`config.mk`:
```
export PLATFORM = sky130hd
export DESIGN_NAME = mps_ctrl
export DESIGN_NICKNAME = d
export VERILOG_FILES = /design/src/rtl/core/mps_pkg.sv /design/src/rtl/core/mps_ctrl.sv
export SDC_FILE = /design/constraint.sdc
export NUM_CORES = 1
export LEC_CHECK = 0
export BUFFER_PORTS_ARGS = -buffer_cell sky130_fd_sc_hd__buf_2
export CORE_AREA = 3 3 40 42
export CTS_BUF_LIST = sky130_fd_sc_hd__clkbuf_4
export CTS_CLUSTER_DIAMETER = 80
export DETAILED_ROUTE_END_ITERATION = 10
export DIE_AREA = 0 0 43 45
export HOLD_SLACK_MARGIN = 0.12
export PLACE_DENSITY = 0.6
export SYNTH_ARGS = -nofsm -noshare
export SYNTH_HDL_FRONTEND = slang
export SYNTH_SLANG_ARGS = --single-unit
```
`constraint.sdc`:
```
create_clock -name i_clk -period 1.4 [get_ports i_clk]
set_input_delay 0.28 -clock i_clk [delete_from_list [all_inputs] [get_ports i_clk]]
set_output_delay 0.28 -clock i_clk [all_outputs]
set_load 0.005 [all_outputs]
```
`src/rtl/core/mps_pkg.sv`:
```
// ----------------------------------------------------------------------------
// mps_pkg
// Shared types, codes and constants of the maze path search core.
// ----------------------------------------------------------------------------
package mps_pkg;

    localparam int MAX_ROWS_DEF = 64;
    localparam int MAX_COLS_DEF = 64;

    // Width used for coordinate and size compares; holds any size up to 1024
    // plus one, and a coordinate that wrapped below zero reads as huge.
    localparam int CMP_W = 12;

    localparam int GRID_W = 7;
    localparam logic [GRID_W-1:0] GRID_RESET = 7'd63;

    typedef enum logic [1:0] {
        OP_WRITE  = 2'd0,
        OP_SEARCH = 2'd1,
        OP_READ   = 2'd2,
        OP_UNUSED = 2'd3
    } t_op;

    typedef enum logic [1:0] {
        CELL_OPEN  = 2'd0,
        CELL_WALL  = 2'd1,
        CELL_ROUTE = 2'd2
    } t_cell;

    typedef enum logic [2:0] {
        DIR_WEST  = 3'd0,
        DIR_EAST  = 3'd1,
        DIR_NORTH = 3'd2,
        DIR_SOUTH = 3'd3,
        DIR_DONE  = 3'd4
    } t_dir;

    typedef enum logic {
        CFG_ROWS = 1'b0,
        CFG_COLS = 1'b1
    } t_cfg_idx;

    typedef enum logic [2:0] {
        ST_CLEAR,
        ST_IDLE,
        ST_READ,
        ST_STEP,
        ST_NB_WAIT,
        ST_POP_WAIT
    } t_state;

    typedef struct packed {
        logic [1:0] op;
        logic [5:0] row;
        logic [5:0] col;
        logic       is_wall;
    } t_in_item;

    typedef struct packed {
        logic [1:0] cell_class;
        logic       goal_found;
        logic       error;
    } t_out_item;

    typedef struct packed {
        logic clr;        // clearing pass writes one cell
        logic user_wr;    // write the addressed cell
        logic user_rd;    // read the addressed cell
        logic start;      // begin a search at the start cell
        logic step;       // try the next neighbor of the top frame
        logic pop;        // reopen the top cell and drop the frame
        logic pop_load;   // take the frame below from the stack memory
        logic visit;      // enter the neighbor cell
        logic load_now;   // result with no class
        logic load_err;   // error bit for load_now
        logic load_rd;    // result carries the cell read
        logic load_done;  // result at the end of a search
    } t_dp_cmd;

    typedef struct packed {
        logic clear_last;
        logic in_grid;
        logic size_ok;
        logic found;
        logic sp_zero;
        logic dir_done;
        logic nb_in_grid;
        logic nb_open;
        logic out_free;
    } t_dp_sts;

endpackage

```
`src/rtl/core/mps_ctrl.sv`:
```
// ----------------------------------------------------------------------------
// mps_ctrl
// Controller state machine: clearing pass, item dispatch and the search walk.
// ----------------------------------------------------------------------------
module mps_ctrl import mps_pkg::*; (
    input  logic       i_clk,
    input  logic       i_rst_n,
    input  logic       i_in_valid,
    input  logic [1:0] i_op,
    input  t_dp_sts    i_sts,
    output t_dp_cmd    o_cmd,
    output logic       o_in_ready
);

    t_state r_state;
    t_state n_state;

    always_ff @(posedge i_clk) begin
        if (!i_rst_n) begin
            r_state <= ST_CLEAR;
        end else begin
            r_state <= n_state;
        end
    end

    always_comb begin
        n_state    = r_state;
        o_cmd      = '0;
        o_in_ready = 1'b0;
        case (r_state)
            ST_CLEAR: begin
                o_cmd.clr = 1'b1;
                if (i_sts.clear_last) begin
                    n_state = ST_IDLE;
                end
            end
            ST_IDLE: begin
                o_in_ready = i_sts.out_free;
                if (i_in_valid && i_sts.out_free) begin
                    case (i_op)
                        OP_WRITE: begin
                            o_cmd.user_wr  = i_sts.in_grid;
                            o_cmd.load_now = 1'b1;
                            o_cmd.load_err = !i_sts.in_grid;
                        end
                        OP_READ: begin
                            if (i_sts.in_grid) begin
                                o_cmd.user_rd = 1'b1;
                                n_state       = ST_READ;
                            end else begin
                                o_cmd.load_now = 1'b1;
                                o_cmd.load_err = 1'b1;
                            end
                        end
                        OP_SEARCH: begin
                            if (i_sts.size_ok) begin
                                o_cmd.start = 1'b1;
                                n_state     = ST_STEP;
                            end else begin
                                o_cmd.load_now = 1'b1;
                                o_cmd.load_err = 1'b1;
                            end
                        end
                        default: begin
                            o_cmd.load_now = 1'b1;
                            o_cmd.load_err = 1'b1;
                        end
                    endcase
                end
            end
            ST_READ: begin
                o_cmd.load_rd = 1'b1;
                n_state       = ST_IDLE;
            end
            ST_STEP: begin
                if (i_sts.found || i_sts.sp_zero) begin
                    o_cmd.load_done = 1'b1;
                    n_state         = ST_IDLE;
                end else if (i_sts.dir_done) begin
                    o_cmd.pop = 1'b1;
                    n_state   = ST_POP_WAIT;
                end else begin
                    o_cmd.step = 1'b1;
                    if (i_sts.nb_in_grid) begin
                        n_state = ST_NB_WAIT;
                    end
                end
            end
            ST_NB_WAIT: begin
                o_cmd.visit = i_sts.nb_open;
                n_state     = ST_STEP;
            end
            ST_POP_WAIT: begin
                o_cmd.pop_load = 1'b1;
                n_state        = ST_STEP;
            end
            default: begin
                n_state = ST_IDLE;
            end
        endcase
    end

endmodule

```
==> flow_summary_export.csv <==
group,metric,value,unit
yosys,synth.distinct_cells,23,
routing,drtIter0Drc,3,
yosys,netlist_instances,41,
global_routing,use_met3,0.0518,
placement,dpl_cell_area,459,um^2
layout,final_core_util,0.468,
setup_path,start_kind,"register",
outcome,violations,"negative setup slack",
power_and_ir_drop,p_total,336,uW
timing,layout_setup_ws,-0.0692,ns
placement,finalWeightedCongestion,0.698,
placement,hpwl,727,um
setup_path,critical_path_arrival,1.19,ns
clocking,cts_sinks,3,
global_routing,grt-ovfl-total,0,
layout,top_register,"r_state",
routing,ant_nets,0,
timing,fin_skew,0.00223,ns
global_routing,first_global_vias,376,
timing,finalCritPeriodShare,1.05,
floorplanning,die_y,45,um
clocking,path_clk_slew,0.04,ns
clocking,cts_tree,"built",
layout,largest_reg_flops,3,
timing,rsz0062_at_grt,"yes",
clocking,clk_latency,0.23,ns
yosys,synth_edf_count,0,
power_and_ir_drop,ir_worst_vdd,0.000686,V
yosys,syn_nets,55,
global_routing,grt_max_degree,8,
floorplanning,die_x,43,um
floorplanning,rows,13,
routing,finalWirelength,1.03,mm
routing,vias,432,
yosys,yosysWarnings,0,
floorplanning,io_pins,27,
timing,fmax,681,MHz
layout,diodes,0,
outcome,outcome,"finished with violations",
layout,design_area,602,um^2
timing,finalHoldWorstSlack,0.273,ns
yosys,avgSynthCellArea,7.26,um^2
layout,final_nets,91,
timing,finalHoldViolCount,0,
timing,setup_violations,5,
timing,slew_violations,0,
layout,area_delta_synth_final,102,%
yosys,ys.flop_type,"dfxtp_1",
job,max_cap_violations,0,
layout,drive_above_1_share,0.684,
setup_path,path_class,"reg2out",
routing,drc_errors,0,
power_and_ir_drop,leakage,0.324,nW
clocking,hold_buffers,0,
layout,top_regs,"r_state x3",
global_routing,grt_pass1_wl,1.53,mm
clocking,cts.path.max_buffers,2,
layout,fin_cells,91,
placement,port_buffers,26,
global_routing,grt.met2_usage,0.168,
yosys,async_flop_share,0,
clocking,root_buffer,"clkbuf_4",
yosys,yosysSeqAreaShare,0.202,
global_routing,grt_use_met1,0.125,
global_routing,antenna_found_initial,0,
placement,dpl.cell_count,83,
timing,slew_headroom,0.731,
worst_hold_path,hold_path_class,"in2reg",
yosys,synth_seq_cells,3,
yosys,syn-cell-area,298,um^2
setup_path,end_kind,"output pin",
setup_path,crit_fanout,6,
timing,timing.final.crit_period,1.47,ns
floorplanning,start_util,0.232,
routing,wl_per_cell,11.3,um
global_routing,track_usage,0.103,
routing,drt-pass1-iter-count,2,
clocking,cts.htree.levels,1,
floorplanning,die-area,1940,um^2
routing,vias_per_cell,4.75,
power_and_ir_drop,power_density,558,nW/um^2
clocking,cts_made_buffers,3,
global_routing,grt.busiest_layer,"met2",
timing,worst_pin_slew,0.398,ns
setup_path,worst-endpoint-required,1.12,ns
floorplanning,coreArea,1280,um^2
-- cell families (layout without fill, tap and decap cells) --
logic type | after synthesis | after routing | synth area share
buffers and inverters | 6 | 41 | 0.0840
AND/OR/NAND/NOR | 26 | 26 | 0.538
flip-flops | 3 | 3 | 0.202
AO/OA/AOI/OAI | 6 | 6 | 0.176
-- metrics by stage --
| step | setup WS, ns | setup TNS, ns |
|---|---|---|
| 2_1_floorplan | 0.151 | 0 |
| 3_3_place_gp | 0.0636 | 0 |
| 3_5_place_dp | 0.0400 | 0 |
| 4_1_cts | -0.123 | -0.588 |
| 5_1_grt | -0.164 | -0.856 |
| 6_report | -0.0692 | -0.258 |
-- report_power, final --
group / internal [mW] / switching, mW
clock: 0.126 / 0.0428
sequential: 0.0847 / 0.00583
combinational: 0.0394 / 0.0370
total: 0.250 / 0.0856
-- worst paths after layout --
path / from / end / slack (ns) / cells past startpoint
min reg2reg: r_state[1]$_SDFFE_PN0P_ / r_state[1]$_SDFFE_PN0P_ / 0.69 / 2
max reg2reg: r_state[1]$_SDFFE_PN0P_ / r_state[0]$_SDFFE_PN0P_ / 0.12 / 4
max: r_state[2]$_SDFFE_PN0P_ / o_cmd[8] / -0.07 / 5
min: i_sts[2] / r_state[0]$_SDFFE_PN0P_ / 0.27 / 2
-- worst max-delay path, stage by stage, from the launching register on --
cell,delay (ns)
dfxtp_4,0.36
nor2_4,0.10
nand4_1,0.12
buf_4,0.18
nor2_1,0.07
buf_2,0.11
-- cell usage in the layout (no fill, tap or decap) --
master and n:
and2_1 1, o21a_1 1, nor3b_1 1, o22ai_2 1
nor4_2 1, buf_4 5, nand2b_4 1, nor4b_2 2
and3_1 2, o41ai_1 1, nand4_1 1, nor3_1 2
a2111oi_1 1, buf_6 2, nand3b_1 2, buf_2 26
dfxtp_4 3, nand3b_4 1, nor2_4 2, a221oi_1 1
clkbuf_4 4, or4_4 1, o21ai_0 1, nor2_1 5
nor2_2 2, nand2_1 1, inv_1 4, nor4_4 1
-- layout make-up --
type	count	area (um^2)
inverter	4	15.0
tap	15	18.8
sequential	3	71.3
multi-input combinational	32	277
clock buffer	4	30.0
timing repair buffer	33	190
fill	140	683
-- timing repair --
item	in CTS	in global routing
pin swaps	8	3
resized for setup	13	7
setup endpoints to repair	10	10
buffers inserted	3	1
-- routing by layer --
metal  wire, um  vias to the layer above
li1           -                      221
met1        415                      188
met2        504                       23
met3        111                        0
met4          0                        0
met5          0                        -
-- synth_stat cells, types with 2 or more instances --
library cell / number / area, um^2
dfxtp_1: 3 / 60.1
nand3b_1: 2 / 15.0
and3_1: 2 / 12.5
buf_2: 2 / 10.0
inv_1: 4 / 15.0
nor2_1: 9 / 33.8
nor4b_1: 2 / 17.5
nor3_1: 2 / 10.0
No activity file was read; power rests on OpenSTA's default activity.
